## config.mk

```make
export PLATFORM = sky130hd
export DESIGN_NAME = link_keepalive_reconnect_manager
export DESIGN_NICKNAME = d
export VERILOG_FILES = /design/src/hw/rtl/lkrm_pkg.sv /design/src/hw/rtl/lkrm_timer.sv /design/src/hw/rtl/link_keepalive_reconnect_manager.sv
export SDC_FILE = /design/constraint.sdc
export NUM_CORES = 1
export LEC_CHECK = 0
export ABC_AREA = 1
export BUFFER_PORTS_ARGS = -buffer_cell sky130_fd_sc_hd__buf_2
export CORE_ASPECT_RATIO = 0.8
export CORE_MARGIN = 5
export CORE_UTILIZATION = 55
export CTS_CLUSTER_SIZE = 24
export DETAILED_ROUTE_END_ITERATION = 7
export PLACE_DENSITY = 0.8
export SYNTH_ARGS = -nofsm -noshare
export SYNTH_HDL_FRONTEND = slang
export SYNTH_SLANG_ARGS = --single-unit
```

## constraint.sdc

```tcl
create_clock -name clk -period 8.9 [get_ports clk]
set_input_delay 1.78 -clock clk [delete_from_list [all_inputs] [get_ports clk]]
set_output_delay 1.78 -clock clk [all_outputs]
set_load 0.05 [all_outputs]
```

## src/hw/rtl/lkrm_pkg.sv

```systemverilog
// shared types and constants for the link keepalive / reconnect manager
package lkrm_pkg;

  localparam int TICKS_PER_SECOND = 1000;
  localparam int ELAPSED_WIDTH    = 20;

  typedef logic [ELAPSED_WIDTH-1:0] elapsed_t;

  typedef struct packed {
    elapsed_t count;
    logic     expired;
  } tmr_res_t;

  typedef enum logic [2:0] {
    KIND_TICK       = 3'd0,
    KIND_CONNECT    = 3'd1,
    KIND_DISCONNECT = 3'd2,
    KIND_ACK        = 3'd3,
    KIND_NAK        = 3'd4,
    KIND_POLL       = 3'd5
  } kind_t;

  typedef enum logic [1:0] {
    MODE_DISABLED   = 2'd0,
    MODE_CONNECTING = 2'd1,
    MODE_CONNECTED  = 2'd2
  } mode_t;

  localparam logic [1:0] REG_POLL_INTERVAL  = 2'd0;
  localparam logic [1:0] REG_INACT_TIMEOUT  = 2'd1;
  localparam logic [1:0] REG_MAX_BACKOFF    = 2'd2;
  localparam logic [1:0] REG_INITIAL_RETRY  = 2'd3;

  localparam logic [7:0] POLL_INTERVAL_RST = 8'd10;
  localparam logic [7:0] INACT_TIMEOUT_RST = 8'd60;
  localparam logic [7:0] MAX_BACKOFF_RST   = 8'd60;
  localparam logic [7:0] INITIAL_RETRY_RST = 8'd1;
  localparam logic [7:0] RETRY_TIMEOUT_RST = 8'd1;

  localparam logic [2:0] TRY_MAX = 3'd7;

endpackage

```

## src/hw/rtl/lkrm_timer.sv

```systemverilog
// saturating elapsed-count advance and expiry compare for one timer
module lkrm_timer (
  input  logic               running,
  input  lkrm_pkg::elapsed_t count,
  input  logic [15:0]        ticks,
  input  logic [7:0]         secs,
  output lkrm_pkg::tmr_res_t res
);

  logic [lkrm_pkg::ELAPSED_WIDTH:0]   sum;
  lkrm_pkg::elapsed_t                 adv;
  lkrm_pkg::elapsed_t                 limit;

  assign sum   = {1'b0, count} + (lkrm_pkg::ELAPSED_WIDTH + 1)'(ticks);
  assign adv   = !running ? count :
                 (sum[lkrm_pkg::ELAPSED_WIDTH] ? '1 : sum[lkrm_pkg::ELAPSED_WIDTH-1:0]);
  assign limit = lkrm_pkg::ELAPSED_WIDTH'(32'(secs) * 32'(lkrm_pkg::TICKS_PER_SECOND));

  assign res.count   = adv;
  assign res.expired = running && (secs != 8'd0) && (adv >= limit);

endmodule

```

## src/hw/rtl/link_keepalive_reconnect_manager.sv

```systemverilog
// link keepalive / reconnect manager top level with retry backoff
// a result word is offered from the output register after its input word has passed the input register
// throughput: one word per cycle while the output is not stalled, set by the single registered update stage
// an input register and an output register split the two channels
// reset (synchronous, rst_n low) restores register defaults, disabled state,
// stopped timers, retry timeout 1 and try count 0
module link_keepalive_reconnect_manager (
  input  logic        clk,
  input  logic        rst_n,
  input  logic        cfg_we,
  input  logic [1:0]  cfg_index,
  input  logic [7:0]  cfg_wdata,
  input  logic        in_valid,
  output logic        in_stall,
  input  logic [2:0]  in_kind,
  input  logic [15:0] in_elapsed_ms,
  output logic        out_valid,
  input  logic        out_stall,
  output logic        out_send_connect,
  output logic        out_send_poll,
  output logic        out_send_unlink,
  output logic [1:0]  out_link_state,
  output logic [7:0]  out_retry_interval_s
);

  logic [7:0] poll_ivl_r, inact_to_r, max_bo_r, init_retry_r;

  logic                s1_valid_r;
  logic [2:0]          s1_kind_r;
  logic [15:0]         s1_ms_r;

  lkrm_pkg::mode_t     mode_r, mode_nxt;
  logic                inact_run_r, inact_run_nxt;
  lkrm_pkg::elapsed_t  inact_cnt_r, inact_cnt_nxt;
  logic                poll_run_r, poll_run_nxt;
  lkrm_pkg::elapsed_t  poll_cnt_r, poll_cnt_nxt;
  logic                retry_run_r, retry_run_nxt;
  lkrm_pkg::elapsed_t  retry_cnt_r, retry_cnt_nxt;
  logic [7:0]          retry_to_r, retry_to_nxt;
  logic [2:0]          try_r, try_nxt;

  logic                out_valid_r;
  logic                send_conn_r, send_conn_nxt;
  logic                send_poll_r, send_poll_nxt;
  logic                send_unlink_r, send_unlink_nxt;
  logic [1:0]          link_state_r;
  logic [7:0]          retry_ivl_r;

  logic                out_ready;
  logic                s1_go;
  logic                in_take;
  lkrm_pkg::tmr_res_t  inact_res, poll_res, retry_res;
  logic [7:0]          pow2;
  logic [7:0]          backoff;

  assign out_ready = !out_valid_r || !out_stall;
  assign s1_go     = s1_valid_r && out_ready;
  assign in_stall  = s1_valid_r && !out_ready;
  assign in_take   = in_valid && !in_stall;

  lkrm_timer u_inact_tmr (
    .running (inact_run_r),
    .count   (inact_cnt_r),
    .ticks   (s1_ms_r),
    .secs    (inact_to_r),
    .res     (inact_res)
  );

  lkrm_timer u_poll_tmr (
    .running (poll_run_r),
    .count   (poll_cnt_r),
    .ticks   (s1_ms_r),
    .secs    (poll_ivl_r),
    .res     (poll_res)
  );

  lkrm_timer u_retry_tmr (
    .running (retry_run_r),
    .count   (retry_cnt_r),
    .ticks   (s1_ms_r),
    .secs    (retry_to_r),
    .res     (retry_res)
  );

  assign pow2    = 8'd1 << try_r;
  assign backoff = (pow2 > max_bo_r) ? max_bo_r : pow2;

  always_comb begin
    mode_nxt        = mode_r;
    inact_run_nxt   = inact_run_r;
    inact_cnt_nxt   = inact_cnt_r;
    poll_run_nxt    = poll_run_r;
    poll_cnt_nxt    = poll_cnt_r;
    retry_run_nxt   = retry_run_r;
    retry_cnt_nxt   = retry_cnt_r;
    retry_to_nxt    = retry_to_r;
    try_nxt         = try_r;
    send_conn_nxt   = 1'b0;
    send_poll_nxt   = 1'b0;
    send_unlink_nxt = 1'b0;
    case (s1_kind_r)
      lkrm_pkg::KIND_TICK: begin
        inact_cnt_nxt = inact_res.count;
        poll_cnt_nxt  = poll_res.count;
        retry_cnt_nxt = retry_res.count;
        if (inact_res.expired) begin
          inact_run_nxt = 1'b0;
          poll_run_nxt  = 1'b0;
          retry_to_nxt  = init_retry_r;
          retry_run_nxt = 1'b1;
          retry_cnt_nxt = '0;
          try_nxt       = 3'd1;
          mode_nxt      = lkrm_pkg::MODE_CONNECTING;
        end else begin
          if (retry_res.expired) begin
            send_conn_nxt = 1'b1;
            retry_to_nxt  = backoff;
            retry_cnt_nxt = '0;
            if (try_r != lkrm_pkg::TRY_MAX) begin
              try_nxt = try_r + 3'd1;
            end
          end
          if (poll_res.expired) begin
            send_poll_nxt = 1'b1;
            poll_cnt_nxt  = '0;
          end
        end
      end
      lkrm_pkg::KIND_CONNECT: begin
        send_conn_nxt = 1'b1;
        retry_to_nxt  = init_retry_r;
        retry_run_nxt = 1'b1;
        retry_cnt_nxt = '0;
        try_nxt       = 3'd1;
        mode_nxt      = lkrm_pkg::MODE_CONNECTING;
      end
      lkrm_pkg::KIND_DISCONNECT: begin
        send_unlink_nxt = 1'b1;
        inact_run_nxt   = 1'b0;
        poll_run_nxt    = 1'b0;
        mode_nxt        = lkrm_pkg::MODE_DISABLED;
      end
      lkrm_pkg::KIND_ACK: begin
        if (mode_r == lkrm_pkg::MODE_CONNECTING) begin
          inact_run_nxt = 1'b1;
          inact_cnt_nxt = '0;
          poll_run_nxt  = 1'b1;
          poll_cnt_nxt  = '0;
          retry_run_nxt = 1'b0;
          mode_nxt      = lkrm_pkg::MODE_CONNECTED;
        end
      end
      lkrm_pkg::KIND_NAK: begin
        if (mode_r == lkrm_pkg::MODE_CONNECTING) begin
          retry_run_nxt = 1'b0;
          mode_nxt      = lkrm_pkg::MODE_DISABLED;
        end
      end
      lkrm_pkg::KIND_POLL: begin
        inact_cnt_nxt = '0;
      end
      default: begin
      end
    endcase
  end

  always_ff @(posedge clk) begin
    if (!rst_n) begin
      poll_ivl_r   <= lkrm_pkg::POLL_INTERVAL_RST;
      inact_to_r   <= lkrm_pkg::INACT_TIMEOUT_RST;
      max_bo_r     <= lkrm_pkg::MAX_BACKOFF_RST;
      init_retry_r <= lkrm_pkg::INITIAL_RETRY_RST;
      s1_valid_r   <= 1'b0;
      out_valid_r  <= 1'b0;
      mode_r       <= lkrm_pkg::MODE_DISABLED;
      inact_run_r  <= 1'b0;
      inact_cnt_r  <= '0;
      poll_run_r   <= 1'b0;
      poll_cnt_r   <= '0;
      retry_run_r  <= 1'b0;
      retry_cnt_r  <= '0;
      retry_to_r   <= lkrm_pkg::RETRY_TIMEOUT_RST;
      try_r        <= 3'd0;
    end else begin
      if (cfg_we) begin
        case (cfg_index)
          lkrm_pkg::REG_POLL_INTERVAL: poll_ivl_r   <= cfg_wdata;
          lkrm_pkg::REG_INACT_TIMEOUT: inact_to_r   <= cfg_wdata;
          lkrm_pkg::REG_MAX_BACKOFF:   max_bo_r     <= cfg_wdata;
          lkrm_pkg::REG_INITIAL_RETRY: init_retry_r <= cfg_wdata;
          default: begin
          end
        endcase
      end
      if (!in_stall) begin
        s1_valid_r <= in_valid;
      end
      if (in_take) begin
        s1_kind_r <= in_kind;
        s1_ms_r   <= in_elapsed_ms;
      end
      if (out_ready) begin
        out_valid_r <= s1_valid_r;
      end
      if (s1_go) begin
        mode_r        <= mode_nxt;
        inact_run_r   <= inact_run_nxt;
        inact_cnt_r   <= inact_cnt_nxt;
        poll_run_r    <= poll_run_nxt;
        poll_cnt_r    <= poll_cnt_nxt;
        retry_run_r   <= retry_run_nxt;
        retry_cnt_r   <= retry_cnt_nxt;
        retry_to_r    <= retry_to_nxt;
        try_r         <= try_nxt;
        send_conn_r   <= send_conn_nxt;
        send_poll_r   <= send_poll_nxt;
        send_unlink_r <= send_unlink_nxt;
        link_state_r  <= mode_nxt;
        retry_ivl_r   <= retry_to_nxt;
      end
    end
  end

  assign out_valid            = out_valid_r;
  assign out_send_connect     = send_conn_r;
  assign out_send_poll        = send_poll_r;
  assign out_send_unlink      = send_unlink_r;
  assign out_link_state       = link_state_r;
  assign out_retry_interval_s = retry_ivl_r;

  // an unlink word never carries other send requests and reports disabled
  a_unlink_alone: assert property (@(posedge clk) disable iff (!rst_n)
    (out_valid_r && send_unlink_r) |->
      (!send_conn_r && !send_poll_r && link_state_r == lkrm_pkg::MODE_DISABLED))
    else $error("unlink word with other requests or wrong state");

  // retry timer only runs after an attempt has set the try count
  a_retry_try: assert property (@(posedge clk) disable iff (!rst_n)
    retry_run_r |-> (try_r != 3'd0))
    else $error("retry timer running with zero try count");

  // a staged word moves to the output register when it is free
  a_stage_moves: assert property (@(posedge clk) disable iff (!rst_n)
    s1_go |=> out_valid_r)
    else $error("staged word lost on its way to the output");

  // stall is raised only while a word waits in the input register
  a_stall_cause: assert property (@(posedge clk) disable iff (!rst_n)
    in_stall |-> (s1_valid_r && out_valid_r && out_stall))
    else $error("input stalled without a blocked word");

endmodule

```

==> impl_metrics.ini <==
[run_status]
status = finished clean

[layout]
final_cell_mix = nand2_1 (372), inv_1 (306), ha_1 (229)
fill_cells = 2229
seqCellArea_sq_mm = 0.003143
multiInputGateArea_sq_mm = 0.009702
final_nets = 2241
area_delta_synth_final_pct = 7.361
final_core_utilization = 0.6019
final_common_cell = nand2_1
drive_above_1_share = 0.06084
num_antenna_cells = 0

[worst_setup_path]
critPathSlowestCell = nor2_2
cp-end-kind = register
cp_common_cell = a21oi_1
critPathKind = reg -> reg
cp.arrival_ns = 6.76
path_max_fanout = 22
slowest_delay_ns = 0.63
crit_path_start_kind = register
crit_required_ns = 9.26

[floorplanning]
initial_utilization = 0.5607
core_sq_mm = 0.02537
die-area_sq_mm = 0.02920
dieHeight_microns = 153.9
die_width_microns = 189.8
ios = 49
rows = 52

[synth]
syn-cell-area_sq_mm = 0.01423
synth.distinct_cells = 52
synth_area_per_cell_sq_um = 7.559
synth_cells = 1882
ys_seq_area_frac = 0.2209
yosysWarnings = 0
syn-num-nets = 2213
synth-seq-cells = 141

[grt]
grt_pass1_wl_microns = 59400
grt_max_degree = 76
grtUsageMet2 = 0.3686
gr-usage-met3 = 0.04533
antenna_found_initial = 0
gr-usage-all-layers = 0.2492
overflow = 0
use_met1 = 0.3757
grt_busiest_layer = met1
grt_pass1_vias = 11840

[run]
cap_violations = 0

[power_and_ir_drop]
peakVddDrop_uv = 146.1
leakagePower_nw = 7.529
p_per_area_mw_per_mm2 = 160.9

[clock_tree]
htree_levels = 4
tritoncts = built
numCtsBuffers = 17
cts_sinks = 141
clk_pin_slew_worst_paths_ns = 0.07
cts-root-buf = clkbuf_16
post_cts_resized = 0
clock_path_buffers = 2
insertion_delay_ns = 0.44
post_cts_buffers = 0
cts_hold_buf = 0

[sta]
hold_slack_ns = 0.4873
skew_ns = 0.01141
drv_slew = 0
worst_slew_pin_slew_ns = 1.088
fin_tns_setup_ns = 0
setup_viol = 0
slew_headroom = 0.2691
grt_setup_unrepaired = no
fin_crit_ns = 6.407
finalCritPeriodShare = 0.7199
max_freq_ghz = 0.1561
finalHoldViolations = 0

[placed_design]
dp_hpwl_microns = 28470
gp_congestion = 0.9594
portBuffers = 48

[route]
drtPass1Iterations = 6
ant_nets = 0
drtIter0Drc = 1424
wl_microns = 36620
wire_per_inst_microns = 16.30
num_vias = 12630
via_per_inst = 5.619
drc = 0

[hold_path]
min_path_type = reg -> reg
cells in the mapped netlist (all sizes together):
library cell	n	share of area
o211ai	17	0.0090
nor4	1	0.00044
ha	229	0.20
o21bai	10	0.0058
nand3	69	0.025
nand2	382	0.10
o22a	3	0.0018
nand4	26	0.012
or2	4	0.0018
o221ai	1	0.00062
edfxtp	32	0.068
o22ai	25	0.011
nor3	15	0.0053
xor2	47	0.029
a41oi	2	0.0012
a221oi	1	0.00062
nor2	115	0.032
nor3b	1	0.00053
o21ai	89	0.032
o311ai	1	0.00062
buf	12	0.0066
a31oi	11	0.0048
o21a	2	0.0011
xnor2	32	0.020
or4	1	0.00053
mux2i	2	0.0014
o2111ai	1	0.00062
a21boi	4	0.0021
o2bb2ai	1	0.00062
fa	68	0.096
a21o	3	0.0016
clkinv	2	0.00053
a21oi	212	0.075
dfxtp	109	0.15
inv	310	0.082
o31ai	3	0.0016
a211oi	2	0.0011
nand3b	6	0.0032
clkbuf	31	0.0082
metrics by stage:
step	area, sq um	setup WS [ns]	power [W]	std cells
finish	15270	2.493	0.002458	2247
global route	15270	1.959	0.002666	2247
CTS	15270	2.511	0.002467	2247
detailed placement	14690	2.566	0.001737	2215
global placement	14690	2.706	0.001694	2215
floorplan	14230	3.403	0.001515	1882
flip-flops by register name, summed over array words and instances (netlist names), 2 cells and up:
register / count
out_retry_interval_s: 8
poll_cnt_r: 20
inact_to_r: 8
s1_kind_r: 3
retry_to_r: 8
out_link_state: 2
mode_r: 2
s1_ms_r: 16
inact_cnt_r: 20
try_r: 3
poll_ivl_r: 8
init_retry_r: 8
max_bo_r: 8
retry_cnt_r: 20
power breakdown:
group / switching (W) / internal, W
Sequential: 0.0000261 / 0.000673
Clock: 0.000315 / 0.000406
Combinational: 0.000615 / 0.000423
Total: 0.000956 / 0.00150
layout make-up:
class	instances	area share
Inverter	312	0.07668
Tap cell	324	0.02654
Multi-Input combinational cell	1386	0.6352
Clock inverter	13	0.008438
Clock buffer	19	0.02966
Sequential cell	141	0.2058
Timing Repair Buffer	52	0.01769
worst max-delay path, delay by kind of cell (launching register included):
family / cells / cell delay (ns)
buf+inv: 4 / 0.37
xor+xnor: 1 / 0.16
simple gates: 9 / 1.70
flops: 1 / 0.46
compound gates: 8 / 1.19
fa+ha+maj: 6 / 2.44
cells by family (layout without fill, tap and decap cells):
kind of cell / Yosys count / count (layout) / synth area share
AND/OR/NAND/NOR: 620 / 620 / 0.1843
AO/OA/AOI/OAI: 388 / 388 / 0.1506
buffers and inverters: 355 / 396 / 0.09710
adder cells (fa/ha/maj): 297 / 297 / 0.2971
flip-flops: 141 / 141 / 0.2209
XOR/XNOR: 79 / 79 / 0.04864
multiplexers: 2 / 2 / 0.001407
final timing paths:
kind              depth (start not counted)                           end                    startpoint  slack [ns]
setup / recovery                         28  retry_cnt_r[12]$_SDFFE_PN0P_    inact_to_r[5]$_SDFFE_PN1P_        2.49
hold / removal                            2  inact_cnt_r[19]$_SDFFE_PN0P_  inact_cnt_r[19]$_SDFFE_PN0P_        0.49
setup reg to reg                         28  retry_cnt_r[12]$_SDFFE_PN0P_    inact_to_r[5]$_SDFFE_PN1P_        2.49
hold reg to reg                           2  inact_cnt_r[19]$_SDFFE_PN0P_  inact_cnt_r[19]$_SDFFE_PN0P_        0.49
routing by layer:
metal | vias to the layer above | part of all wire
li1 | 6263 | -
met1 | 5837 | 0.47
met2 | 479 | 0.42
met3 | 48 | 0.087
met4 | 0 | 0.018
met5 | - | 0
Power figures use the tool's default switching activity.
